$ cat config.mk
export PLATFORM = sky130hd
export DESIGN_NAME = i2c_eeprom_master_flat
export DESIGN_NICKNAME = d
export VERILOG_FILES = /design/src/design/iem_pkg.sv /design/src/design/iem_if.sv /design/src/design/iem_seq.sv /design/src/design/i2c_eeprom_master.sv /design/src/flat_wrapper.sv
export SDC_FILE = /design/constraint.sdc
export NUM_CORES = 1
export LEC_CHECK = 0
export BUFFER_PORTS_ARGS = -buffer_cell sky130_fd_sc_hd__buf_2
export CORE_ASPECT_RATIO = 2
export CORE_MARGIN = 4
export CORE_UTILIZATION = 30
export CTS_CLUSTER_SIZE = 30
export DETAILED_ROUTE_END_ITERATION = 16
export PLACE_DENSITY = 0.48
export SLEW_MARGIN = 15
export SYNTH_ARGS = -nofsm -noshare
export SYNTH_HDL_FRONTEND = slang
export SYNTH_SLANG_ARGS = --single-unit
$ cat constraint.sdc
create_clock -name clk_i -period 11.8 [get_ports clk_i]
set_input_delay 1.77 -clock clk_i [delete_from_list [all_inputs] [get_ports clk_i]]
set_output_delay 1.77 -clock clk_i [all_outputs]
set_load 0.05 [all_outputs]
$ cat src/design/iem_pkg.sv
`default_nettype none

package iem_pkg;

  localparam logic [6:0] DEV_SEL_RST = 7'h50;

  localparam logic [2:0] FUNC_NONE       = 3'd0;
  localparam logic [2:0] FUNC_READ       = 3'd1;
  localparam logic [2:0] FUNC_WRITE_STOP = 3'd2;
  localparam logic [2:0] FUNC_WRITE_OPEN = 3'd3;
  localparam logic [2:0] FUNC_CONT       = 3'd4;
  localparam logic [2:0] FUNC_CONT_STOP  = 3'd5;

  typedef enum logic [4:0] {
    PH_IDLE, PH_STOP0, PH_STOP1, PH_STOP2, PH_START0, PH_START1,
    PH_SPRE, PH_SBIT0, PH_SBIT1, PH_SBIT2,
    PH_ACK0, PH_ACK1, PH_ACK2, PH_ACK3, PH_ACK4,
    PH_RX0, PH_RX1, PH_RX2, PH_RX3, PH_RX4, PH_MACK
  } phase_e;

  typedef enum logic [2:0] {
    ROLE_CTRLW, ROLE_ADDRH, ROLE_ADDRL, ROLE_CTRLR, ROLE_DATA, ROLE_READ, ROLE_FINAL
  } role_e;

  typedef struct packed {
    logic [2:0]  func;
    logic [15:0] mem_address;
    logic [7:0]  byte_count;
    logic [7:0]  wr_data;
    logic        wr_valid;
    logic        sda_in;
  } cmd_t;

  typedef struct packed {
    logic       scl_level;
    logic       sda_level;
    logic       sda_released;
    logic [7:0] rd_data;
    logic       rd_valid;
    logic       rd_last;
    logic       byte_taken;
    logic       busy_res;
    logic       done_res;
  } res_t;

endpackage

`default_nettype wire

$ cat src/design/iem_if.sv
`default_nettype none

interface iem_in_if;
  logic        valid;
  logic        ready;
  logic [2:0]  func;
  logic [15:0] mem_address;
  logic [7:0]  byte_count;
  logic [7:0]  wr_data;
  logic        wr_valid;
  logic        sda_in;

  modport source (output valid, func, mem_address, byte_count, wr_data, wr_valid, sda_in,
                  input ready);
  modport sink   (input valid, func, mem_address, byte_count, wr_data, wr_valid, sda_in,
                  output ready);
endinterface

interface iem_out_if;
  logic       valid;
  logic       ready;
  logic       scl_level;
  logic       sda_level;
  logic       sda_released;
  logic [7:0] rd_data;
  logic       rd_valid;
  logic       rd_last;
  logic       byte_taken;
  logic       busy_res;
  logic       done_res;

  modport source (output valid, scl_level, sda_level, sda_released, rd_data, rd_valid,
                         rd_last, byte_taken, busy_res, done_res,
                  input ready);
  modport sink   (input valid, scl_level, sda_level, sda_released, rd_data, rd_valid,
                        rd_last, byte_taken, busy_res, done_res,
                  output ready);
endinterface

interface iem_cfg_if;
  logic       valid;
  logic       ready;
  logic [6:0] data;

  modport source (output valid, data, input ready);
  modport sink   (input valid, data, output ready);
endinterface

`default_nettype wire

$ cat src/design/iem_seq.sv
`default_nettype none

module iem_seq
  import iem_pkg::*;
(
  input  wire logic       clk_i,
  input  wire logic       rst_ni,
  input  wire logic       step_i,
  input  wire cmd_t       cmd_i,
  input  wire logic [6:0] dev_sel_i,
  output      res_t       res_o
);

  phase_e     phase_q, phase_d, ph_a;
  role_e      role_q, role_d, role_a;
  logic [7:0] shift_q, shift_d;
  logic [3:0] bit_q, bit_d;
  logic [7:0] bytes_q, bytes_d, bytes_a;
  logic [7:0] addr_hi_q, addr_hi_d, addr_hi_a;
  logic [7:0] addr_lo_q, addr_lo_d, addr_lo_a;
  logic       rd_mode_q, rd_mode_d, rd_mode_a;
  logic       stop_end_q, stop_end_d, stop_end_a;
  logic       open_q, open_d, open_a;
  logic       fin_a;

  logic [7:0] ctrl_wr, ctrl_rd;
  logic       nack;
  logic [3:0] bit_inc;

  assign ctrl_wr = {dev_sel_i, 1'b0};
  assign ctrl_rd = {dev_sel_i, 1'b1};
  assign nack    = shift_q[0];
  assign bit_inc = bit_q + 4'd1;

  // command launch at an idle tick; the launched phase runs in the same tick
  always_comb begin
    ph_a       = phase_q;
    role_a     = role_q;
    bytes_a    = bytes_q;
    addr_hi_a  = addr_hi_q;
    addr_lo_a  = addr_lo_q;
    rd_mode_a  = rd_mode_q;
    stop_end_a = stop_end_q;
    open_a     = open_q;
    fin_a      = 1'b0;
    if (phase_q == PH_IDLE) begin
      if (cmd_i.func == FUNC_READ || cmd_i.func == FUNC_WRITE_STOP ||
          cmd_i.func == FUNC_WRITE_OPEN) begin
        rd_mode_a  = (cmd_i.func == FUNC_READ);
        stop_end_a = (cmd_i.func != FUNC_WRITE_OPEN);
        bytes_a    = (cmd_i.func == FUNC_READ && cmd_i.byte_count == 8'd0) ? 8'd1
                                                                           : cmd_i.byte_count;
        addr_hi_a  = cmd_i.mem_address[15:8];
        addr_lo_a  = cmd_i.mem_address[7:0];
        open_a     = 1'b0;
        role_a     = ROLE_CTRLW;
        ph_a       = PH_STOP0;
      end else if ((cmd_i.func == FUNC_CONT || cmd_i.func == FUNC_CONT_STOP) && open_q) begin
        rd_mode_a  = 1'b0;
        stop_end_a = (cmd_i.func == FUNC_CONT_STOP);
        bytes_a    = cmd_i.byte_count;
        open_a     = 1'b0;
        if (cmd_i.byte_count != 8'd0) begin
          role_a = ROLE_DATA;
          ph_a   = PH_SPRE;
        end else if (cmd_i.func == FUNC_CONT_STOP) begin
          role_a = ROLE_FINAL;
          ph_a   = PH_STOP0;
        end else begin
          open_a = 1'b1;
          fin_a  = 1'b1;
        end
      end
    end
  end

  // next state
  always_comb begin
    logic [7:0] bytes_n;
    bytes_n    = bytes_a;
    phase_d    = ph_a;
    role_d     = role_a;
    bytes_d    = bytes_a;
    addr_hi_d  = addr_hi_a;
    addr_lo_d  = addr_lo_a;
    rd_mode_d  = rd_mode_a;
    stop_end_d = stop_end_a;
    open_d     = open_a;
    shift_d    = shift_q;
    bit_d      = bit_q;
    case (ph_a)
      PH_IDLE:   phase_d = PH_IDLE;
      PH_STOP0:  phase_d = PH_STOP1;
      PH_STOP1:  phase_d = PH_STOP2;
      PH_STOP2: begin
        if (role_a == ROLE_CTRLW) begin
          phase_d = PH_START0;
        end else begin
          phase_d = PH_IDLE;
          open_d  = 1'b0;
        end
      end
      PH_START0: phase_d = PH_START1;
      PH_START1: begin
        shift_d = (role_a == ROLE_CTRLR) ? ctrl_rd : ctrl_wr;
        bit_d   = 4'd0;
        phase_d = PH_SPRE;
      end
      PH_SPRE: begin
        if (role_a != ROLE_DATA) begin
          phase_d = PH_SBIT0;
        end else if (cmd_i.wr_valid) begin
          shift_d = cmd_i.wr_data;
          bit_d   = 4'd0;
          phase_d = PH_SBIT0;
        end
      end
      PH_SBIT0:  phase_d = PH_SBIT1;
      PH_SBIT1:  phase_d = PH_SBIT2;
      PH_SBIT2: begin
        shift_d = {shift_q[6:0], 1'b0};
        bit_d   = bit_inc;
        phase_d = bit_inc[3] ? PH_ACK0 : PH_SBIT0;
      end
      PH_ACK0:   phase_d = PH_ACK1;
      PH_ACK1:   phase_d = PH_ACK2;
      PH_ACK2: begin
        shift_d = {7'd0, cmd_i.sda_in};
        phase_d = PH_ACK3;
      end
      PH_ACK3:   phase_d = PH_ACK4;
      PH_ACK4: begin
        case (role_a)
          ROLE_CTRLW: begin
            if (nack) begin
              phase_d = PH_STOP0;
            end else begin
              role_d  = ROLE_ADDRH;
              shift_d = addr_hi_a;
              bit_d   = 4'd0;
              phase_d = PH_SPRE;
            end
          end
          ROLE_ADDRH: begin
            if (nack) begin
              role_d  = ROLE_CTRLW;
              phase_d = PH_STOP0;
            end else begin
              role_d  = ROLE_ADDRL;
              shift_d = addr_lo_a;
              bit_d   = 4'd0;
              phase_d = PH_SPRE;
            end
          end
          ROLE_CTRLR: begin
            if (nack) begin
              phase_d = PH_START0;
            end else begin
              role_d  = ROLE_READ;
              shift_d = 8'd0;
              bit_d   = 4'd0;
              phase_d = PH_RX0;
            end
          end
          default: begin
            if (role_a == ROLE_ADDRL && nack) begin
              role_d  = ROLE_CTRLW;
              phase_d = PH_STOP0;
            end else if (role_a == ROLE_ADDRL && rd_mode_a) begin
              role_d  = ROLE_CTRLR;
              phase_d = PH_START0;
            end else if (role_a != ROLE_ADDRL && nack) begin
              // data byte refused: clock the ACK bit again
              phase_d = PH_ACK0;
            end else begin
              if (role_a != ROLE_ADDRL && bytes_a != 8'd0) begin
                bytes_n = bytes_a - 8'd1;
              end
              bytes_d = bytes_n;
              if (bytes_n != 8'd0) begin
                role_d  = ROLE_DATA;
                phase_d = PH_SPRE;
              end else if (stop_end_a) begin
                role_d  = ROLE_FINAL;
                phase_d = PH_STOP0;
              end else begin
                phase_d = PH_IDLE;
                open_d  = 1'b1;
              end
            end
          end
        endcase
      end
      PH_RX0:    phase_d = PH_RX1;
      PH_RX1:    phase_d = PH_RX2;
      PH_RX2: begin
        shift_d = {shift_q[6:0], cmd_i.sda_in};
        phase_d = PH_RX3;
      end
      PH_RX3:    phase_d = PH_RX4;
      PH_RX4: begin
        bit_d   = bit_inc;
        phase_d = bit_inc[3] ? PH_MACK : PH_RX0;
      end
      PH_MACK: begin
        if (bytes_a > 8'd1) begin
          bytes_d = bytes_a - 8'd1;
          shift_d = 8'd0;
          bit_d   = 4'd0;
          phase_d = PH_RX0;
        end else begin
          role_d  = ROLE_FINAL;
          phase_d = PH_STOP0;
        end
      end
      default:   phase_d = PH_IDLE;
    endcase
  end

  // outputs
  always_comb begin
    res_o = '0;
    res_o.busy_res = 1'b1;
    case (ph_a)
      PH_IDLE: begin
        res_o.busy_res  = fin_a;
        res_o.sda_level = !fin_a && !open_a;
      end
      PH_STOP0, PH_SPRE, PH_ACK4, PH_RX4: begin
        res_o.scl_level = 1'b0;
        res_o.byte_taken = (ph_a == PH_SPRE) && (role_a == ROLE_DATA) && cmd_i.wr_valid;
      end
      PH_STOP1, PH_START1: begin
        res_o.scl_level = 1'b1;
      end
      PH_STOP2, PH_START0: begin
        res_o.scl_level = 1'b1;
        res_o.sda_level = 1'b1;
      end
      PH_SBIT0, PH_SBIT2: begin
        res_o.sda_level = shift_q[7];
      end
      PH_SBIT1: begin
        res_o.scl_level = 1'b1;
        res_o.sda_level = shift_q[7];
      end
      PH_ACK0, PH_ACK3, PH_RX0, PH_RX3: begin
        res_o.sda_level    = 1'b1;
        res_o.sda_released = 1'b1;
      end
      PH_ACK1, PH_ACK2, PH_RX1: begin
        res_o.scl_level    = 1'b1;
        res_o.sda_level    = 1'b1;
        res_o.sda_released = 1'b1;
      end
      PH_RX2: begin
        res_o.scl_level    = 1'b1;
        res_o.sda_level    = 1'b1;
        res_o.sda_released = 1'b1;
        if (bit_q == 4'd7) begin
          res_o.rd_valid = 1'b1;
          res_o.rd_data  = {shift_q[6:0], cmd_i.sda_in};
          res_o.rd_last  = (bytes_a <= 8'd1);
        end
      end
      PH_MACK: begin
        res_o.scl_level = 1'b1;
        res_o.sda_level = (bytes_a <= 8'd1);
      end
      default: begin
        res_o.busy_res  = 1'b0;
        res_o.sda_level = 1'b1;
      end
    endcase
    // a command ends on the tick the sequencer falls back to idle
    res_o.done_res = res_o.busy_res && (phase_d == PH_IDLE);
  end

  always_ff @(posedge clk_i or negedge rst_ni) begin
    if (!rst_ni) begin
      phase_q    <= PH_IDLE;
      role_q     <= ROLE_CTRLW;
      shift_q    <= 8'd0;
      bit_q      <= 4'd0;
      bytes_q    <= 8'd0;
      addr_hi_q  <= 8'd0;
      addr_lo_q  <= 8'd0;
      rd_mode_q  <= 1'b0;
      stop_end_q <= 1'b0;
      open_q     <= 1'b0;
    end else if (step_i) begin
      phase_q    <= phase_d;
      role_q     <= role_d;
      shift_q    <= shift_d;
      bit_q      <= bit_d;
      bytes_q    <= bytes_d;
      addr_hi_q  <= addr_hi_d;
      addr_lo_q  <= addr_lo_d;
      rd_mode_q  <= rd_mode_d;
      stop_end_q <= stop_end_d;
      open_q     <= open_d;
    end
  end

endmodule

`default_nettype wire

$ cat src/design/i2c_eeprom_master.sv
// Result of an accepted tick item: registered, on res_o in the cycle after the transfer.
// Throughput: one item per cycle while res_o is ready; the sequencer steps per item;
//   the result register frees the input side as soon as its content is taken.
// Reset (rst_ni low, asynchronous): sequencer idle with no open write, result register
//   empty, device_select back to 0x50.
`default_nettype none

module i2c_eeprom_master
  import iem_pkg::*;
(
  input  wire logic clk_i,
  input  wire logic rst_ni,
  iem_in_if.sink    in_i,
  iem_out_if.source res_o,
  iem_cfg_if.sink   cfg_i
);

  logic [6:0] dev_sel_q;
  logic       out_vld_q;
  res_t       res_q;
  res_t       res;
  cmd_t       cmd;
  logic       step;

  assign cmd = '{func:        in_i.func,
                 mem_address: in_i.mem_address,
                 byte_count:  in_i.byte_count,
                 wr_data:     in_i.wr_data,
                 wr_valid:    in_i.wr_valid,
                 sda_in:      in_i.sda_in};

  assign in_i.ready  = !out_vld_q || res_o.ready;
  assign step        = in_i.valid && in_i.ready;
  assign cfg_i.ready = 1'b1;

  iem_seq u_seq (
    .clk_i     (clk_i),
    .rst_ni    (rst_ni),
    .step_i    (step),
    .cmd_i     (cmd),
    .dev_sel_i (dev_sel_q),
    .res_o     (res)
  );

  always_ff @(posedge clk_i or negedge rst_ni) begin
    if (!rst_ni) begin
      dev_sel_q <= DEV_SEL_RST;
    end else if (cfg_i.valid) begin
      dev_sel_q <= cfg_i.data;
    end
  end

  always_ff @(posedge clk_i or negedge rst_ni) begin
    if (!rst_ni) begin
      out_vld_q <= 1'b0;
    end else if (step) begin
      out_vld_q <= 1'b1;
    end else if (res_o.ready) begin
      out_vld_q <= 1'b0;
    end
  end

  always_ff @(posedge clk_i) begin
    if (step) begin
      res_q <= res;
    end
  end

  assign res_o.valid        = out_vld_q;
  assign res_o.scl_level    = res_q.scl_level;
  assign res_o.sda_level    = res_q.sda_level;
  assign res_o.sda_released = res_q.sda_released;
  assign res_o.rd_data      = res_q.rd_data;
  assign res_o.rd_valid     = res_q.rd_valid;
  assign res_o.rd_last      = res_q.rd_last;
  assign res_o.byte_taken   = res_q.byte_taken;
  assign res_o.busy_res     = res_q.busy_res;
  assign res_o.done_res     = res_q.done_res;

endmodule

`default_nettype wire
$ cat src/flat_wrapper.sv
// flat-port wrapper written by rule: the top's interface ports become plain ports
module i2c_eeprom_master_flat import iem_pkg::*;
  (clk_i, rst_ni, in_i_valid, in_i_func, in_i_mem_address, in_i_byte_count, in_i_wr_data, in_i_wr_valid, in_i_sda_in, in_i_ready, res_o_valid, res_o_scl_level, res_o_sda_level, res_o_sda_released, res_o_rd_data, res_o_rd_valid, res_o_rd_last, res_o_byte_taken, res_o_busy_res, res_o_done_res, res_o_ready, cfg_i_valid, cfg_i_data, cfg_i_ready);
  iem_in_if in_i_i ();
  iem_out_if res_o_i ();
  iem_cfg_if cfg_i_i ();
  input  wire logic clk_i;
  input  wire logic rst_ni;
  input wire logic [$bits(in_i_i.valid)-1:0] in_i_valid;
  input wire logic [$bits(in_i_i.func)-1:0] in_i_func;
  input wire logic [$bits(in_i_i.mem_address)-1:0] in_i_mem_address;
  input wire logic [$bits(in_i_i.byte_count)-1:0] in_i_byte_count;
  input wire logic [$bits(in_i_i.wr_data)-1:0] in_i_wr_data;
  input wire logic [$bits(in_i_i.wr_valid)-1:0] in_i_wr_valid;
  input wire logic [$bits(in_i_i.sda_in)-1:0] in_i_sda_in;
  output wire logic [$bits(in_i_i.ready)-1:0] in_i_ready;
  output wire logic [$bits(res_o_i.valid)-1:0] res_o_valid;
  output wire logic [$bits(res_o_i.scl_level)-1:0] res_o_scl_level;
  output wire logic [$bits(res_o_i.sda_level)-1:0] res_o_sda_level;
  output wire logic [$bits(res_o_i.sda_released)-1:0] res_o_sda_released;
  output wire logic [$bits(res_o_i.rd_data)-1:0] res_o_rd_data;
  output wire logic [$bits(res_o_i.rd_valid)-1:0] res_o_rd_valid;
  output wire logic [$bits(res_o_i.rd_last)-1:0] res_o_rd_last;
  output wire logic [$bits(res_o_i.byte_taken)-1:0] res_o_byte_taken;
  output wire logic [$bits(res_o_i.busy_res)-1:0] res_o_busy_res;
  output wire logic [$bits(res_o_i.done_res)-1:0] res_o_done_res;
  input wire logic [$bits(res_o_i.ready)-1:0] res_o_ready;
  input wire logic [$bits(cfg_i_i.valid)-1:0] cfg_i_valid;
  input wire logic [$bits(cfg_i_i.data)-1:0] cfg_i_data;
  output wire logic [$bits(cfg_i_i.ready)-1:0] cfg_i_ready;
  assign in_i_i.valid = in_i_valid;
  assign in_i_i.func = in_i_func;
  assign in_i_i.mem_address = in_i_mem_address;
  assign in_i_i.byte_count = in_i_byte_count;
  assign in_i_i.wr_data = in_i_wr_data;
  assign in_i_i.wr_valid = in_i_wr_valid;
  assign in_i_i.sda_in = in_i_sda_in;
  assign in_i_ready = in_i_i.ready;
  assign res_o_valid = res_o_i.valid;
  assign res_o_scl_level = res_o_i.scl_level;
  assign res_o_sda_level = res_o_i.sda_level;
  assign res_o_sda_released = res_o_i.sda_released;
  assign res_o_rd_data = res_o_i.rd_data;
  assign res_o_rd_valid = res_o_i.rd_valid;
  assign res_o_rd_last = res_o_i.rd_last;
  assign res_o_byte_taken = res_o_i.byte_taken;
  assign res_o_busy_res = res_o_i.busy_res;
  assign res_o_done_res = res_o_i.done_res;
  assign res_o_i.ready = res_o_ready;
  assign cfg_i_i.valid = cfg_i_valid;
  assign cfg_i_i.data = cfg_i_data;
  assign cfg_i_ready = cfg_i_i.ready;
  i2c_eeprom_master u_core (.clk_i(clk_i), .rst_ni(rst_ni), .in_i(in_i_i), .res_o(res_o_i), .cfg_i(cfg_i_i));
endmodule
# [After elaboration in Yosys (flattened, before gate mapping)]
# Index checks and enable logic that the tools add are counted.
[word_totals] mem_bits_ro=0 out_inout_bits=19 n_memories=0 register_bits=71 latch_bits=0 input_bits=49 ramBits=0 elab_cells=210
[classes] shift=0 mul=0 bitwise_logic=0 n_mux=100 n_reduce_logical=42 n_eq_ne=42 order_cmp=2 add_sub_neg=2 n_div=0
[ops] operator="2-to-1 mux 8 bit" count=25
[ops] operator="one-hot mux 5 bit (20 select lines)" count=1
[ops] operator="one-hot mux 8 bit (7 select lines)" count=1
[ops] operator="2-to-1 mux 3 bit" count=16
[ops] operator="2-to-1 mux 4 bit" count=11
[ops] operator="equality test 5 x 4 -> 1 bit (second input constant)" count=8
[ops] operator="2-to-1 mux 5 bit" count=8
[ops] operator="2-to-1 mux 1 bit" count=27
[ops] operator="equality test 5 bit (second input constant)" count=5
[ops] operator="one-hot mux 8 bit (3 select lines)" count=1
[ops] operator="nonzero test 8 bit" count=3
[ops] operator="equality test 5 x 3 -> 1 bit (second input constant)" count=4
[ops] operator="one-hot mux 4 bit (5 select lines)" count=1
[ops] operator="OR reduction 20 bit" count=1
[ops] operator="one-hot mux 8 bit (2 select lines)" count=1
[ops] operator="zero test 5 bit" count=3
[ops] operator="equality test 3 x 2 -> 1 bit (second input constant)" count=4
[ops] operator="!= test 3 bit (second input constant)" count=4
[ops] operator="logical AND 1 bit" count=11
[ops] operator="equality test 5 x 2 -> 1 bit (second input constant)" count=2
[ops] operator="!= test 2 bit (second input constant)" count=5
[ops] operator="OR reduction 10 bit" count=1
[ops] operator="equality test 3 bit (second input constant)" count=3
[ops] operator="one-hot mux 3 bit (3 select lines)" count=1
[ops] operator="30 further kinds" count=41

# [Depth between registers and ports, before layout]
[depth] word_depth=23 mapped_depth=17 mapped_depth_nobuf=13

# [Cells and area by module]
# Synthesis repeated with hierarchy kept, for this count alone.
[hier_totals] hier_cells=601 area_unflattened_um2=5185.0
[by_module_without_submodules] module="iem_seq" seq_area_each_um2=1176.1 instances=1 area_each_um2=4355.4 cells_per_inst=564
[by_module_without_submodules] module="i2c_eeprom_master" seq_area_each_um2=683.2 instances=1 area_each_um2=829.5 cells_per_inst=37

# [Least setup slack after synthesis]
# Ideal clock, no wire load.
[synth_timing] path_kind="input-to-reg" startpoint="in in_i_func[1]" endpoint="reg u_core.u_seq.phase_q[1]" slack_ps=6236 setup_ps=125 n_path_buf=3 arrival_time_ps=5439 required_ps=11675 path_stages=15 cell_sequence="buf_2 and3b_1 o211ai_1 buf_2 buf_1 mux2i_1 ha_1 or3b_2 nor2_1 mux2_2 a31oi_1 or3_4 a211oi_4 a41oi_1 mux2_2"
[synth_between] elab_chain_len=21 elab_cells_between_ends=77 cone_classes="add/sub: 1; order compare: 1; eq/ne: 30; mux: 32; reduce/logical: 13"
[synth_rtl] item="start, declared" line_no="flat_wrapper.sv:10" source="input wire logic [$bits(in_i_i.func)-1:0] in_i_func;"
[synth_rtl] item="branches (longest 20 deep; another with subtractor 8 x 1 -> 8 bit)"
[synth_rtl] item="one-hot mux 5 bit (20 select lines) *" line_no="iem_seq.sv:91" source="case (ph_a)"
[synth_rtl] item="end signal, assigned" line_no="iem_seq.sv:292" source="phase_q <= phase_d;"
[synth_rtl] item="end, declared" line_no="iem_seq.sv:14" source="phase_e phase_q, phase_d, ph_a;"
# Every way passes the cells marked *. The select of a mux whose other input is x is not followed.
# A chain may end at the register's enable or synchronous reset.

# [Worst setup path in the final report]
[layout_timing] startpoint="in in_i_func[2]" endpoint="reg u_core.u_seq.bytes_q[6]"
[layout_between] elab_chain_len=19 elab_cells_between_ends=54 cone_classes="add/sub: 1; order compare: 1; eq/ne: 11; mux: 29; reduce/logical: 12"
[layout_rtl] item="branches (longest 18 deep; another with subtractor 8 x 1 -> 8 bit)"
[layout_rtl] item="one-hot mux 8 bit (2 select lines) *" line_no="iem_seq.sv:91"
[layout_rtl] item="end signal, assigned" line_no="iem_seq.sv:296" source="bytes_q <= bytes_d;"
[layout_rtl] item="end, declared" line_no="iem_seq.sv:18" source="logic [7:0] bytes_q, bytes_d, bytes_a;"
# Marked as above.

==> flow_summary.json <==
{
  "synthXorXnorAreaFrac_pct": 1.693,
  "cp-start-kind": "primary input",
  "numCtsBuffers": 9,
  "crit_arrival_ps": 6090,
  "antenna_found_initial": 0,
  "grt_first_pass_wirelength_mm": 27.88,
  "cts_tree": "yes",
  "crit_slowest_cell": "a31oi_1",
  "ant_nets": 0,
  "clk_latency_ps": 350,
  "worst_slack_ps": 5977,
  "synth_top_family_by_area": "compound AO/OA/AOI/OAI gates",
  "rsz0062_at_grt": "false",
  "synth-simple-area-share_pct": 18.87,
  "vias_per_cell": 5.785,
  "fp-row-count": 67,
  "tns_ps": 0,
  "dp_hpwl_mm": 13.77,
  "area_growth_pct": 15.97,
  "final_cell_mix": "buf_2, dfrtp_1, nand2_1",
  "layout_commonest_cell": "buf_2",
  "skew_ps": 9.949,
  "period_share_pct": 49.35,
  "synth-seq-cells": 71,
  "cts-resized-gates": 0,
  "end_kind": "flop",
  "drv_cap": 0,
  "synth.distinct_cells": 86,
  "outcome": "finished, final reports clean",
  "core_region_area_um2": 16850,
  "cts_root_buf": "clkbuf_16",
  "crit_type": "primary input to flop",
  "hold_violations": 0,
  "worst_path_most_repeated_cell": "mux2_2",
  "synth.net_count": 613,
  "p_leak_nw": 2.420,
  "synth_ff_type": "dfrtp_1",
  "seq_area_um2": 1859,
  "synthAdderAreaFrac_pct": 0.7257,
  "drt-total-wl_mm": 18.07,
  "synth.yosys.seq_area_share_pct": 35.95,
  "tightest_slew_ps": 1187,
  "drt_iter0_drc": 329,
  "hold_path_class": "flop to flop",
  "drive_gt1_share_pct": 24.51,
  "worstPathRequired_ps": 12070,
  "drc": 0,
  "postCtsSetupRepairBufs": 0,
  "synth_compound_area_share_pct": 25.76,
  "report.final.slew_viol_count": 0,
  "die_x_um": 100.9,
  "layout.cells.non_filler": 823,
  "cpPeakStageDelay_ps": 910,
  "ctsHtreeMaxLevel": 3,
  "grt_pass1_vias": 4958,
  "max_clock_freq_mhz": 171.7,
  "clockBufferDepth": 2,
  "vias": 4761,
  "place_inst": 807,
  "critPathLaunch": "in_i_func[2]",
  "synth_edf_count": 16,
  "synth.mux.area_fraction_pct": 12.24,
  "multi_input_area_um2": 3070,
  "io_pins": 68,
  "mappedNetlistArea_um2": 5172,
  "r2r-start": "u_core.u_seq.phase_q[0]$_DFFE_PN0P_",
  "diodes": 0,
  "crit_chain": "buf_2 > nand3b_1 > a211oi_4 > mux2i_1 > ha_1 > or3b_2 > nor2_1 > mux2_2 > nor4_1 > a31oi_1 > mux2_2 > nor3_1",
  "ys_warn_count": 0,
  "clkSlewWorstSetupHoldPaths_ps": 60,
  "avgSynthCellArea_um2": 9.220,
  "clock_sinks": 71,
  "overflow": 0,
  "start_util_pct": 30.70,
  "synth_cells": 561,
  "p_total_mw": 1.460,
  "port-buffer-count": 66,
  "nets": 663,
  "die_area_um2": 19530,
  "place_ws_ps": 5648,
  "drt_pass1_iterations": 4,
  "hp-start": "u_core.u_seq.addr_hi_q[3]$_DFFE_PN0P_",
  "vdd_drop_max_uv": 93.10,
  "num-fill-cells": 1742,
  "grt_max_degree": 56,
  "setup_violations": 0,
  "track_usage_pct": 18.75,
  "drt-wirelength-per-cell_um": 21.96,
  "gp_congestion": 0.9383,
  "cp_max_fo": 14,
  "cts-hold-fix-buffers": 0,
  "die_h_um": 193.7,
  "slew_headroom_pct": 20.48,
  "finalCriticalPeriod_ps": 5823,
  "async_flop_share_pct": 77.46,
  "power_density_nw_per_um2": 243.5
}
==> cell type report <==
class	count	area share [%]
clock buffer	11	3.880
clock inverter	5	1.794
inverter	19	1.189
multi-input combinational	435	51.19
sequential	71	31.00
tap	207	4.318
timing repair buffer	75	6.633
==> kinds of logic after synthesis <==
family          after synthesis
simple gates                187
compound gates              175
flops                        71
mux                          59
buf+inv                      55
xor+xnor                     10
fa+ha+maj                     3
other cells                   1
==> state kept, by name, indices dropped and copies added (netlist names), 3 cells and up <==
name and cells:
u_core.dev_sel_q 7, u_core.res_o.rd_data 8, u_core.u_seq.addr_hi_q 8, u_core.u_seq.addr_lo_q 8, u_core.u_seq.bit_q 4, u_core.u_seq.bytes_q 8, u_core.u_seq.phase_q 5, u_core.u_seq.role_q 3
u_core.u_seq.shift_q 8
==> path summary, 6_finish.rpt <==
kind | to | slack (ps) | cells past startpoint
max in group asynchronous | u_core.u_seq.phase_q[3]$_DFFE_PN0P_ | 9700 | 2
worst max register to register | u_core.u_seq.bytes_q[6]$_DFFE_PN0P_ | 6620 | 11
worst min register to register | u_core.u_seq.addr_hi_q[3]$_DFFE_PN0P_ | 500 | 1
worst max-delay path | u_core.u_seq.bytes_q[6]$_DFFE_PN0P_ | 5980 | 12
worst min-delay path | u_core.u_seq.addr_hi_q[3]$_DFFE_PN0P_ | 500 | 1
min in group asynchronous | u_core.res_o.valid$_DFFE_PN0P_ | 1550 | 2
==> power breakdown <==
group,total [mW],leakage (nW),switching (mW),internal (mW)
combinational,0.707,1.42,0.446,0.262
sequential,0.434,0.839,0.0961,0.337
clock,0.320,0.164,0.112,0.207
total,1.46,2.42,0.654,0.806
==> per-stage QoR <==
step | hold slack, ps | util, % | cell area (µm²)
after floorplan | 471.7 | - | 5172
final | 502.9 | 35.60 | 5998
after global placement | 489.8 | 33.58 | 5658
after global routing | 522.5 | 35.60 | 5998
after detailed placement | 495.2 | 33.58 | 5658
after CTS | 509.1 | 35.60 | 5998
==> cell usage after synthesis (all sizes together), types with 4 or more instances <==
cell	instances	area (µm²)
a211oi	10	100.1
a21oi	36	187.7
a222oi	7	70.07
a31oi	14	87.58
and2	10	62.56
buf	20	111.4
clkbuf	16	60.06
dfrtp	53	1326
edfxtp	16	480.5
inv	19	71.32
mux2	34	382.9
mux2i	25	250.2
nand2	46	172.7
nand2b	6	37.54
nand3	20	100.1
nand4	8	50.05
nor2	39	151.4
nor3	22	131.4
nor4	10	68.81
o211ai	5	37.54
o21ai	34	181.4
o221ai	4	41.29
o22a	10	87.58
o22ai	4	25.02
o31ai	9	95.09
or3	4	30.03
or4	5	41.29
xnor2	7	61.31
==> metal layers <==
layer	vias up	track usage [%]	part of all wire, %
li1	2255	-	-
met1	2293	18.82	35
met2	155	35.02	55
met3	58	3.133	3.4
met4	0	10.54	5.8
met5	-	0	0
==> critical path, delay by kind of cell <==
family / cells / cell delay [ps]
AND/OR/NAND/NOR: 5 / 1130
AO/OA/AOI/OAI: 2 / 1590
adder cells (fa/ha/maj): 1 / 320
multiplexers: 3 / 1050
buffers and inverters: 1 / 220
No activity file was read; power rests on OpenSTA's default activity.
